--- src/rtl/floppy_sector_record_parser_assert.svh ---
// Assertion macros shared by the floppy sector record parser RTL.
`ifndef FLOPPY_SECTOR_RECORD_PARSER_ASSERT_SVH
`define FLOPPY_SECTOR_RECORD_PARSER_ASSERT_SVH

// Same-cycle implication, checked on every rising clock edge out of reset.
`define FSRP_ASSERT_IMP(label, ante, cons) \
	label: assert property (@(posedge clk) disable iff (!arst_n) (ante) |-> (cons)) \
		else $error("fsrp: same-cycle check failed");

// Next-cycle implication, checked on every rising clock edge out of reset.
`define FSRP_ASSERT_NEXT(label, ante, cons) \
	label: assert property (@(posedge clk) disable iff (!arst_n) (ante) |=> (cons)) \
		else $error("fsrp: next-cycle check failed");

`endif

--- src/rtl/fsrp_pkg.sv ---
// Package with the types and constants of the floppy sector record parser.
`default_nettype none
package fsrp_pkg;

	localparam int MAX_SIZE_CODE_DEF = 7;
	localparam logic [15:0] CRC16_POLY = 16'h1021;
	localparam int POS_W = 15;
	localparam int OUT_DEPTH = 4;
	localparam int OUT_PTR_W = $clog2(OUT_DEPTH);
	localparam int OUT_CNT_W = $clog2(OUT_DEPTH + 1);

	typedef enum logic [2:0] {
		CFG_HEADER_LEN     = 3'd0,
		CFG_SECTOR_ID_BASE = 3'd1,
		CFG_CRC_SEED       = 3'd2,
		CFG_ID_MARK        = 3'd3,
		CFG_DATA_MARK_A    = 3'd4,
		CFG_DATA_MARK_B    = 3'd5
	} cfg_reg_t;

	typedef enum logic [1:0] {
		KIND_PENDING = 2'd0,
		KIND_ID      = 2'd1,
		KIND_DATA    = 2'd2,
		KIND_IGNORED = 2'd3
	} rec_kind_t;

	typedef enum logic [1:0] {
		STATUS_OK        = 2'd0,
		STATUS_BAD_CRC   = 2'd1,
		STATUS_TRUNCATED = 2'd2
	} sector_status_t;

	typedef struct packed {
		logic [1:0]  header_len;
		logic [7:0]  sector_id_base;
		logic [15:0] crc_seed;
		logic [7:0]  id_mark;
		logic [7:0]  data_mark_a;
		logic [7:0]  data_mark_b;
	} cfg_t;

	localparam cfg_t CFG_RESET = '{
		header_len:     2'd3,
		sector_id_base: 8'h00,
		crc_seed:       16'hFFFF,
		id_mark:        8'hFE,
		data_mark_a:    8'hFB,
		data_mark_b:    8'hF8
	};

	typedef struct packed {
		logic              item_kind;
		logic [7:0]        payload_byte;
		logic [7:0]        cylinder;
		logic [7:0]        head_side;
		logic signed [8:0] sector_number;
		logic [2:0]        size_code;
		logic [1:0]        sector_status;
		logic              last_of_sector;
	} item_t;

	typedef struct packed {
		logic [1:0] cnt;
		item_t      item0;
		item_t      item1;
	} push_t;

endpackage
`default_nettype wire

--- src/rtl/fsrp_out_fifo.sv ---
// Output queue of result items, taking up to two items per cycle.
`default_nettype none
module fsrp_out_fifo (
	input  wire                              clk,
	input  wire                              arst_n,
	input  fsrp_pkg::push_t                  push,
	output logic [fsrp_pkg::OUT_CNT_W-1:0]   count,
	output logic                             out_valid,
	input  wire                              out_ready,
	output fsrp_pkg::item_t                  out_item
);

	fsrp_pkg::item_t mem_q [fsrp_pkg::OUT_DEPTH];
	logic [fsrp_pkg::OUT_PTR_W-1:0] wr_ptr_q;
	logic [fsrp_pkg::OUT_PTR_W-1:0] rd_ptr_q;
	logic [fsrp_pkg::OUT_CNT_W-1:0] count_q;
	logic [fsrp_pkg::OUT_PTR_W-1:0] wr_ptr_next;
	logic pop;

	assign pop = out_valid && out_ready;
	assign out_valid = (count_q != '0);
	assign out_item = mem_q[rd_ptr_q];
	assign count = count_q;
	assign wr_ptr_next = wr_ptr_q + fsrp_pkg::OUT_PTR_W'(1);

	always_ff @(posedge clk) begin
		if (push.cnt != 2'd0) begin
			mem_q[wr_ptr_q] <= push.item0;
		end
		if (push.cnt == 2'd2) begin
			mem_q[wr_ptr_next] <= push.item1;
		end
	end

	always_ff @(posedge clk or negedge arst_n) begin
		if (!arst_n) begin
			wr_ptr_q <= '0;
			rd_ptr_q <= '0;
			count_q  <= '0;
		end else begin
			wr_ptr_q <= wr_ptr_q + fsrp_pkg::OUT_PTR_W'(push.cnt);
			if (pop) begin
				rd_ptr_q <= rd_ptr_q + fsrp_pkg::OUT_PTR_W'(1);
			end
			count_q <= count_q + fsrp_pkg::OUT_CNT_W'(push.cnt)
				- fsrp_pkg::OUT_CNT_W'(pop);
		end
	end

endmodule
`default_nettype wire

--- src/rtl/fsrp_parser.sv ---
// Input register, record state and CRC logic of the sector record parser.
`default_nettype none
module fsrp_parser #(
	parameter int MAX_SIZE_CODE = fsrp_pkg::MAX_SIZE_CODE_DEF
) (
	input  wire              clk,
	input  wire              arst_n,
	input  fsrp_pkg::cfg_t   cfg,
	input  wire              in_valid,
	output logic             in_ready,
	input  wire  [7:0]       in_byte,
	input  wire              in_start,
	input  wire              in_end,
	input  wire              room,
	output fsrp_pkg::push_t  push
);

	typedef struct packed {
		logic [7:0] cylinder;
		logic [7:0] head_side;
		logic [7:0] sector;
		logic [2:0] size;
	} id_t;

	localparam logic [fsrp_pkg::POS_W-1:0] POS_MAX = '1;

	function automatic logic [15:0] crc_add(input logic [15:0] crc, input logic [7:0] b);
		logic [15:0] c;
		c = crc ^ {b, 8'h00};
		for (int i = 0; i < 8; i++) begin
			c = c[15] ? ((c << 1) ^ fsrp_pkg::CRC16_POLY) : (c << 1);
		end
		return c;
	endfunction

	function automatic fsrp_pkg::item_t make_status(input id_t id, input logic [7:0] base,
			input fsrp_pkg::sector_status_t st);
		fsrp_pkg::item_t it;
		it = '0;
		it.item_kind      = 1'b1;
		it.cylinder       = id.cylinder;
		it.head_side      = id.head_side;
		it.sector_number  = $signed({1'b0, id.sector} - {1'b0, base});
		it.size_code      = id.size;
		it.sector_status  = st;
		it.last_of_sector = 1'b1;
		return it;
	endfunction

	// Input register.
	logic       valid_s1;
	logic [7:0] byte_s1;
	logic       start_s1;
	logic       end_s1;
	logic       advance;

	// Record state.
	logic                      open_q, open_d;
	logic [fsrp_pkg::POS_W-1:0] pos_q, pos_d;
	logic [15:0]               crc_q, crc_d;
	fsrp_pkg::rec_kind_t       kind_q, kind_d;
	logic                      done_q, done_d;
	logic [15:0]               rcrc_q, rcrc_d;
	logic [31:0]               shadow_q, shadow_d;
	id_t                       comm_q, comm_d;
	logic                      idv_q, idv_d;

	logic [fsrp_pkg::POS_W-1:0] q_off;
	logic [fsrp_pkg::POS_W-1:0] body;
	logic [1:0]                n_d;
	fsrp_pkg::item_t           item0_d, item1_d;
	fsrp_pkg::item_t           new_item;
	logic                      emit;

	assign advance  = valid_s1 && room;
	assign in_ready = !valid_s1 || room;

	always_ff @(posedge clk or negedge arst_n) begin
		if (!arst_n) begin
			valid_s1 <= 1'b0;
		end else if (in_ready) begin
			valid_s1 <= in_valid;
		end
	end

	always_ff @(posedge clk) begin
		if (in_ready && in_valid) begin
			byte_s1  <= in_byte;
			start_s1 <= in_start;
			end_s1   <= in_end;
		end
	end

	always_comb begin
		open_d   = open_q;
		pos_d    = pos_q;
		crc_d    = crc_q;
		kind_d   = kind_q;
		done_d   = done_q;
		rcrc_d   = rcrc_q;
		shadow_d = shadow_q;
		comm_d   = comm_q;
		idv_d    = idv_q;
		n_d      = 2'd0;
		item0_d  = '0;
		item1_d  = '0;
		q_off    = '0;
		body     = '0;
		new_item = '0;
		emit     = 1'b0;

		if (start_s1) begin
			if (open_q && kind_q == fsrp_pkg::KIND_DATA && !done_q) begin
				item0_d = make_status(comm_d, cfg.sector_id_base, fsrp_pkg::STATUS_TRUNCATED);
				n_d     = 2'd1;
				done_d  = 1'b1;
				idv_d   = 1'b0;
			end
			open_d = 1'b1;
			pos_d  = '0;
			crc_d  = cfg.crc_seed;
			kind_d = fsrp_pkg::KIND_PENDING;
			done_d = 1'b0;
			rcrc_d = '0;
		end

		if (open_d) begin
			q_off = pos_d - fsrp_pkg::POS_W'(cfg.header_len) - fsrp_pkg::POS_W'(1);
			body  = (kind_d == fsrp_pkg::KIND_ID) ? fsrp_pkg::POS_W'(4)
				: (fsrp_pkg::POS_W'(128) << comm_d.size);
			if (kind_d == fsrp_pkg::KIND_PENDING) begin
				if (pos_d < fsrp_pkg::POS_W'(cfg.header_len)) begin
					crc_d = crc_add(crc_d, byte_s1);
				end else if (pos_d == fsrp_pkg::POS_W'(cfg.header_len)) begin
					crc_d = crc_add(crc_d, byte_s1);
					if (byte_s1 == cfg.id_mark) begin
						kind_d = fsrp_pkg::KIND_ID;
					end else if ((byte_s1 == cfg.data_mark_a || byte_s1 == cfg.data_mark_b)
							&& idv_d) begin
						kind_d = fsrp_pkg::KIND_DATA;
					end else begin
						kind_d = fsrp_pkg::KIND_IGNORED;
					end
				end else begin
					kind_d = fsrp_pkg::KIND_IGNORED;
				end
			end else if (kind_d != fsrp_pkg::KIND_IGNORED
					&& pos_d > fsrp_pkg::POS_W'(cfg.header_len)) begin
				if (q_off < body) begin
					crc_d = crc_add(crc_d, byte_s1);
					if (kind_d == fsrp_pkg::KIND_ID) begin
						shadow_d = {shadow_d[23:0], byte_s1};
					end else begin
						new_item = '0;
						new_item.payload_byte = byte_s1;
						emit = 1'b1;
					end
				end else if (q_off == body) begin
					rcrc_d = {byte_s1, 8'h00};
				end else if (q_off == body + fsrp_pkg::POS_W'(1)) begin
					rcrc_d = {rcrc_d[15:8], byte_s1};
					if (kind_d == fsrp_pkg::KIND_ID) begin
						if (shadow_d[7:0] <= 8'(MAX_SIZE_CODE)) begin
							if (rcrc_d == crc_d) begin
								comm_d = '{cylinder: shadow_d[31:24], head_side: shadow_d[23:16],
									sector: shadow_d[15:8], size: shadow_d[2:0]};
								idv_d  = 1'b1;
							end else begin
								idv_d = 1'b0;
							end
						end
						kind_d = fsrp_pkg::KIND_IGNORED;
					end else if (!done_d) begin
						new_item = make_status(comm_d, cfg.sector_id_base,
							(rcrc_d == crc_d) ? fsrp_pkg::STATUS_OK
							: fsrp_pkg::STATUS_BAD_CRC);
						emit   = 1'b1;
						done_d = 1'b1;
						idv_d  = 1'b0;
					end
				end
			end
			if (pos_d != POS_MAX) begin
				pos_d = pos_d + fsrp_pkg::POS_W'(1);
			end
		end

		if (emit) begin
			if (n_d == 2'd0) begin
				item0_d = new_item;
			end else begin
				item1_d = new_item;
			end
			n_d = n_d + 2'd1;
		end

		if (end_s1 && open_d) begin
			if (kind_d == fsrp_pkg::KIND_DATA && !done_d) begin
				if (n_d == 2'd0) begin
					item0_d = make_status(comm_d, cfg.sector_id_base,
						fsrp_pkg::STATUS_TRUNCATED);
				end else begin
					item1_d = make_status(comm_d, cfg.sector_id_base,
						fsrp_pkg::STATUS_TRUNCATED);
				end
				n_d    = n_d + 2'd1;
				done_d = 1'b1;
				idv_d  = 1'b0;
			end
			open_d = 1'b0;
		end
	end

	assign push.cnt   = advance ? n_d : 2'd0;
	assign push.item0 = item0_d;
	assign push.item1 = item1_d;

	always_ff @(posedge clk or negedge arst_n) begin
		if (!arst_n) begin
			open_q   <= 1'b0;
			pos_q    <= '0;
			crc_q    <= fsrp_pkg::CFG_RESET.crc_seed;
			kind_q   <= fsrp_pkg::KIND_PENDING;
			done_q   <= 1'b0;
			rcrc_q   <= '0;
			shadow_q <= '0;
			comm_q   <= '0;
			idv_q    <= 1'b0;
		end else if (advance) begin
			open_q   <= open_d;
			pos_q    <= pos_d;
			crc_q    <= crc_d;
			kind_q   <= kind_d;
			done_q   <= done_d;
			rcrc_q   <= rcrc_d;
			shadow_q <= shadow_d;
			comm_q   <= comm_d;
			idv_q    <= idv_d;
		end
	end

endmodule
`default_nettype wire

--- src/rtl/floppy_sector_record_parser.sv ---
// Top level of the floppy sector record parser: configuration, parser and output queue.
`default_nettype none
`include "floppy_sector_record_parser_assert.svh"
// Parses decoded floppy record bytes into sector payload beats and one status beat per
// sector. Throughput is one input beat per clock cycle while the output queue has room;
// a byte is held in the input register and parsed combinationally, and its results are
// written into a four-entry output queue, from which they are presented. The input side
// stalls while that queue has fewer than two free entries, since one byte can give two
// results. Configuration must be written while no record is in progress.
module floppy_sector_record_parser #(
	parameter int MAX_SIZE_CODE = fsrp_pkg::MAX_SIZE_CODE_DEF
) (
	input  wire         clk,
	input  wire         arst_n,
	input  wire         s_axis_tvalid,
	output logic        s_axis_tready,
	input  wire  [7:0]  s_axis_tdata,  // rec_byte
	input  wire         s_axis_tuser,  // record_start
	input  wire         s_axis_tlast,  // record_end
	output logic        m_axis_tvalid,
	input  wire         m_axis_tready,
	output logic [39:0] m_axis_tdata,  // payload_byte, cylinder, head_side, sector_number,
	                                   // size_code, sector_status, two zero bits
	output logic        m_axis_tuser,  // item_kind
	output logic        m_axis_tlast,  // last_of_sector
	input  wire         cfg_we,
	input  wire  [2:0]  cfg_index,
	input  wire  [15:0] cfg_data
);

	fsrp_pkg::cfg_t  cfg_q;
	fsrp_pkg::push_t push;
	fsrp_pkg::item_t out_item;
	logic [fsrp_pkg::OUT_CNT_W-1:0] fifo_count;
	logic room;

	always_ff @(posedge clk or negedge arst_n) begin
		if (!arst_n) begin
			cfg_q <= fsrp_pkg::CFG_RESET;
		end else if (cfg_we) begin
			case (fsrp_pkg::cfg_reg_t'(cfg_index))
				fsrp_pkg::CFG_HEADER_LEN:     cfg_q.header_len     <= cfg_data[1:0];
				fsrp_pkg::CFG_SECTOR_ID_BASE: cfg_q.sector_id_base <= cfg_data[7:0];
				fsrp_pkg::CFG_CRC_SEED:       cfg_q.crc_seed       <= cfg_data;
				fsrp_pkg::CFG_ID_MARK:        cfg_q.id_mark        <= cfg_data[7:0];
				fsrp_pkg::CFG_DATA_MARK_A:    cfg_q.data_mark_a    <= cfg_data[7:0];
				fsrp_pkg::CFG_DATA_MARK_B:    cfg_q.data_mark_b    <= cfg_data[7:0];
				default: begin
				end
			endcase
		end
	end

	assign room = (fifo_count <= fsrp_pkg::OUT_CNT_W'(fsrp_pkg::OUT_DEPTH - 2));

	fsrp_parser #(
		.MAX_SIZE_CODE(MAX_SIZE_CODE)
	) u_parser (
		.clk      (clk),
		.arst_n   (arst_n),
		.cfg      (cfg_q),
		.in_valid (s_axis_tvalid),
		.in_ready (s_axis_tready),
		.in_byte  (s_axis_tdata),
		.in_start (s_axis_tuser),
		.in_end   (s_axis_tlast),
		.room     (room),
		.push     (push)
	);

	fsrp_out_fifo u_out_fifo (
		.clk       (clk),
		.arst_n    (arst_n),
		.push      (push),
		.count     (fifo_count),
		.out_valid (m_axis_tvalid),
		.out_ready (m_axis_tready),
		.out_item  (out_item)
	);

	assign m_axis_tdata = {2'b00, out_item.sector_status, out_item.size_code,
		out_item.sector_number, out_item.head_side, out_item.cylinder,
		out_item.payload_byte};
	assign m_axis_tuser = out_item.item_kind;
	assign m_axis_tlast = out_item.last_of_sector;

	`FSRP_ASSERT_IMP(a_queue_bound, 1'b1, fifo_count <= fsrp_pkg::OUT_CNT_W'(fsrp_pkg::OUT_DEPTH))
	`FSRP_ASSERT_IMP(a_push_needs_room, push.cnt != 2'd0, room)
	`FSRP_ASSERT_IMP(a_status_closes, m_axis_tvalid, m_axis_tuser == m_axis_tlast)
	`FSRP_ASSERT_NEXT(a_two_push_fill, push.cnt == 2'd2 && !m_axis_tready, fifo_count >= 3'd2)

endmodule
`default_nettype wire
--- config.mk ---
export PLATFORM = sky130hd
export DESIGN_NAME = floppy_sector_record_parser
export DESIGN_NICKNAME = d
export VERILOG_FILES = /design/src/rtl/fsrp_pkg.sv /design/src/rtl/fsrp_out_fifo.sv /design/src/rtl/fsrp_parser.sv /design/src/rtl/floppy_sector_record_parser.sv
export VERILOG_INCLUDE_DIRS = /design/src /design/src/rtl
export SDC_FILE = /design/constraint.sdc
export NUM_CORES = 1
export LEC_CHECK = 0
export CORE_MARGIN = 1.5
export CORE_UTILIZATION = 30
export DETAILED_ROUTE_END_ITERATION = 8
export DONT_BUFFER_PORTS = 1
export SYNTH_ARGS = -nofsm -noshare
export SYNTH_HDL_FRONTEND = slang
export SYNTH_HIERARCHICAL = 1
export SYNTH_SLANG_ARGS = --single-unit
--- constraint.sdc ---
create_clock -name clk -period 9.1 [get_ports clk]
set_input_delay 0.91 -clock clk [delete_from_list [all_inputs] [get_ports clk]]
set_output_delay 0.91 -clock clk [all_outputs]
set_load 0.05 [all_outputs]
* Word level (Yosys, flattened, before mapping)
Memories as Yosys holds them, arrays and structs flattened.
Index checks and enable logic that the tools add are counted.
** Storage, ports and cells
- Flip-flop bits (word level) :: 179
- Bits in writable memories :: 160
- Input bits :: 34
- Output and inout bits :: 44
- Logic and storage cells :: 214
- Memories kept :: 1
** Memory list
- u_out_fifo.mem_q :: depth 4, bits a word 40, rd ports 1, clocked after Yosys merged registers in 0, wr ports 2, line fsrp_out_fifo.sv:13 : fsrp_pkg::item_t mem_q [fsrp_pkg::OUT_DEPTH];
** Operators by class
- Add/subtract/negate cells :: 13
- Order comparisons :: 5
- Eq/ne operators :: 18
- Shifts and indexed selects :: 1
- Muxes and demuxes :: 114
- Bitwise logic cells :: 10
- Reduce and logical (&&, ||, !) cells :: 27
** Operators by type and width (number)
- 40-bit two-way mux :: 20
- 27-bit two-way mux :: 9
- 16-bit two-way mux :: 13
- 13-bit two-way mux :: 8
- 15-bit two-way mux :: 4
- 1-bit two-way mux :: 43
- 39-bit two-way mux :: 1
- 15-bit by 1-bit adder with 15-bit output, second input constant :: 2
- 15-bit == test :: 2
- 2-bit two-way mux :: 15
- 8-bit == test :: 3
- 3-bit inverter :: 8
- 8-bit by 8-bit subtractor with 9-bit output :: 2
- 16-bit == test :: 1
- 16-bit XOR :: 1
- 15-bit by 2-bit == test with 1-bit output :: 1
- 15-bit by 2-bit greater-than comparator with 1-bit output :: 1
- 15-bit < comparator :: 1
- 15-bit by 2-bit < comparator with 1-bit output :: 1
- 15-bit inequality test, second input constant :: 1
- 8-bit by 3-bit left shift with 15-bit output, first input constant :: 1
- 15-bit by 1-bit subtractor with 15-bit output, second input constant :: 1
- 15-bit by 2-bit subtractor with 15-bit output :: 1
- 2-bit AND reduction :: 6
- other kinds (22) :: 42

* Depth between registers and ports, before layout
- Word-level depth :: 22
- Depth in mapped cells :: 33
- Gate-level depth less buffers :: 25

* Cells and area by module
Netlist, hierarchy kept.
** Modules (own cells, without submodules)
- fsrp_parser :: instances 1, cells each 896, area each 8396.8 µm², seq. area each 2922.8 µm²
- fsrp_out_fifo :: instances 1, cells each 427, area each 8209.1 µm², seq. area each 4979.8 µm²
- floppy_sector_record_parser :: instances 1, cells each 114, area each 2013.2 µm², seq. area each 1297.5 µm²

* Worst setup path after synthesis
Ideal clock, no wire load.
- Path type :: register to register
- Start point :: register u_parser.start_s1
- End point :: memory u_out_fifo/mem_q[0][0] in the netlist's numbering, enable pin
- Setup time :: 0.498 ns
- Arrival :: 8.465 ns
- Required time :: 8.602 ns
- Path slack :: 0.138 ns
- Cell stages (with the launch flop) :: 27
- Buffers on the path :: 6
- Clock period less this slack :: 8.962 ns
- Path through :: edfxtp_1 > buf_6 > buf_12 > buf_4 > buf_2 > buf_2 > clkbuf_1 > nor2b_1 > ha_1 > ha_1 > nor2_1 > o21ai_0 > nor2_1 > o32ai_1 > ha_1 > a211oi_1 > o21ai_0 > a221oi_1 > nand3_1 > o31ai_2 > a21oi_1 > or3_1 > ha_1 > xnor2_1 > nor2_1 > nor2_1 > o31ai_1
** RTL lines
- start, declared :: line fsrp_parser.sv:53 : logic start_s1;
- start signal, assigned :: line fsrp_parser.sv:89 : start_s1 <= in_start;
- end, declared :: line fsrp_out_fifo.sv:13

==> flow_summary.toml <==
[status]
status = "finished, final reports clean"

[sta]
tightest_slew_ps = 1080
setup_viol = 0
max_slew_margin_pct = 27.7
max_freq_mhz = 135
final.setup_skew_ps = 28.2
rsz0062_at_grt = "no"
finalCritPeriodShare_pct = 81.7
final-max-slew-violation-count = 0
hold_viol = 0
period_needed_ps = 7430
fin_tns_setup_ps = 0

[clock_tree]
root_buffer = "clkbuf_16"
clock_sinks = 331
path_clk_slew_ps = 60
clk_path_buf_depth = 3
postCtsSetupBuffers = 0
cts_tree = "built"
clk_latency_ps = 590
ctsHtreeMaxLevel = 2
post_cts_resized = 0
cts_hold_buf = 0
cts_buffers = 40

[pwr]
p_total_mw = 5.95
leakagePower_nw = 8.08
peakVddDrop_uv = 162
pwr_density_cell_nw_per_um2 = 290

[global_routing]
grt_max_degree = 162
met1_usage_pct = 18.9
grt_pass1_wl_um = 72200
antenna_found_initial = 0
use_met3_pct = 3.27
use_met2_pct = 24.9
grt_overflow = 0
grt_pass1_vias = 12000
grt.busiest_layer = "met2"
grt_usage_pct = 14.8

[floorplanning]
die_h_um = 252
die-width_um = 252
start_util_pct = 30.3
die-area_um2 = 63600
coreArea_um2 = 61500
rows = 91
pin_count = 78

[flow_run]
cap_violations = 0

[placement]
gp_congestion = 0.875
hpwlAfterDp_um = 30600
io_buffer_count = 0

[setup_path]
crit_end = "u_out_fifo/mem_q[0][20]"
rr_worst_depth = 22
arrival_ps = 7660
r2r_start = "u_parser/start_s1"
crit_type = "flip-flop to flip-flop"
regToRegSetupSlack_ps = 1670
cp-start-kind = "flip-flop"
crit_path_start = "u_parser/start_s1"
cp.required_ps = 9330
cp_max_fo = 24
cp-end-kind = "flip-flop"
rr_endpoint = "u_out_fifo/mem_q[0][20]"

[route]
routed_wl_um = 46500
first_iter_violations = 724
wl_per_cell_um = 20.8
remaining_drc_errors = 0
ant_nets = 0
via_per_inst = 5.06
num_vias = 11300
firstDrtPassIters = 5

[logic_synthesis]
syn_area_um2 = 18600
syn_inst = 1437
synth_area_per_cell_um2 = 13.0
ys_top_cells_by_count = "170 x edfxtp_1, 170 x mux2_2, 108 x dfrtp_1"
synth_edf_count = 170
synth_warnings = 6
synth.largest_area_cell = "edfxtp_1"
ys_seq_area_share_pct = 49.4
synth_area_leaders = "edfxtp_1 27%, dfrtp_1 15%, mux2_2 10%"
async_flop_share_pct = 48.6
ys_ff_latch = 331
synth_ff_type = "edfxtp_1"
synth_top_area_share_pct = 27.4
post_synth_num_cell_types = 85

[cells_and_area]
final_nets = 1484
syn_to_final_growth_pct = 10.2
drive_gt1_share_pct = 27.2
antenna_cells = 0

[hold_path]
hold_class = "input pin to async pin"
how the worst min path moves through the flow:
| stage | startpoint | to | slack [ps] | cells after the start |
|---|---|---|---|---|
| 6_report | arst_n | u_parser/pos_q[5] | 60 | 0 |
| 5_1_grt | arst_n | u_parser/pos_q[5] | 30 | 0 |
| 4_1_cts | arst_n | u_out_fifo/rd_ptr_q[1] | 2 | 0 |
| 3_3_place_gp | u_parser/crc_q[7] | u_parser/crc_q[7] | 470 | 2 |
| 3_5_place_dp | u_parser/crc_q[4] | u_parser/crc_q[4] | 480 | 2 |
| 2_1_floorplan | u_parser/end_s1 | u_parser/open_q | 410 | 1 |
state kept, by name, indices dropped and copies added (netlist names), 2 cells and up:
signal               flops
u_parser/comm_q         27
cfg_q                   50
u_out_fifo/wr_ptr_q      2
u_parser/rcrc_q          8
u_out_fifo/count         3
u_parser/shadow_q       32
u_parser/kind_q          2
u_parser/byte_s1         8
u_out_fifo/mem_q       160
u_out_fifo/rd_ptr_q      2
u_parser/crc_q          16
u_parser/pos_q          15
cell families (layout without fill, tap and decap cells):
logic type / Yosys count / count (layout) / synth area share (%)
mux: 357 / 357 / 24.1
flops: 331 / 331 / 49.4
simple gates: 300 / 300 / 8.76
compound gates: 168 / 168 / 5.96
buf+inv: 146 / 143 / 4.54
xor+xnor: 93 / 93 / 4.37
fa+ha+maj: 40 / 40 / 2.80
other cells: 2 / 11 / 0.0403
critical path, stage by stage (launching register included):
cell and delay, ps:
edfxtp_1 380, buf_4 260, nor2b_1 240, ha_1 320, ha_1 270, nor2_1 90
o21ai_0 210, nor2_1 80, o32ai_1 250, ha_1 310, a211oi_1 260, o21ai_0 140
a221oi_1 540, nand3_1 160, o31ai_2 490, a21oi_1 70, or3_1 420, ha_1 310
xnor2_1 130, nor2_1 580, nor2_1 250, o31ai_4 840, buf_4 500
metal layers:
layer / routed length, um / vias up
met3: 2470 / 69
met2: 22300 / 234
met4: 988 / 0
met5: 0 / -
met1: 20800 / 5741
li1: - / 5247
layout make-up:
class | instances | area, um2
Tap cell | 790 | 988
Clock buffer | 60 | 1190
Sequential cell | 331 | 9200
Inverter | 48 | 185
Timing Repair Buffer | 21 | 158
Fill cell | 6056 | 41000
Multi-Input combinational cell | 969 | 8670
Clock inverter | 14 | 126
stage by stage:
step	hold WS (ps)	instances	area (um2)	setup slack, ps	utilization, %
after floorplan	413	1446	18700	138	-
after global placement	469	2159	19200	1850	31.2
after detailed placement	481	2159	19200	1710	31.2
after CTS	2.38	2233	20500	1720	33.4
after global routing	30.9	2233	20500	1120	33.4
final	62.6	2233	20500	1670	33.4
where the power goes:
group	switching, mW	internal, mW	total, mW
clock	0.657	0.913	1.57
combinational	1.42	0.815	2.23
sequential	0.258	1.89	2.15
cell usage in the layout (no fill, tap or decap), types with 23 or more instances in the layout:
cell       instances
mux2i_1           46
a21oi_1           25
dfrtp_1          106
ha_1              36
mux4_2            40
xnor2_1           76
edfxtp_1         170
inv_1             47
nand2_1           67
and2_1            31
clkbuf_16         41
nor2_1            74
mux2_1            80
o22ai_1           23
o21ai_0           46
dfstp_2           53
mux2_2           170
(Power assumes the default switching activity.)
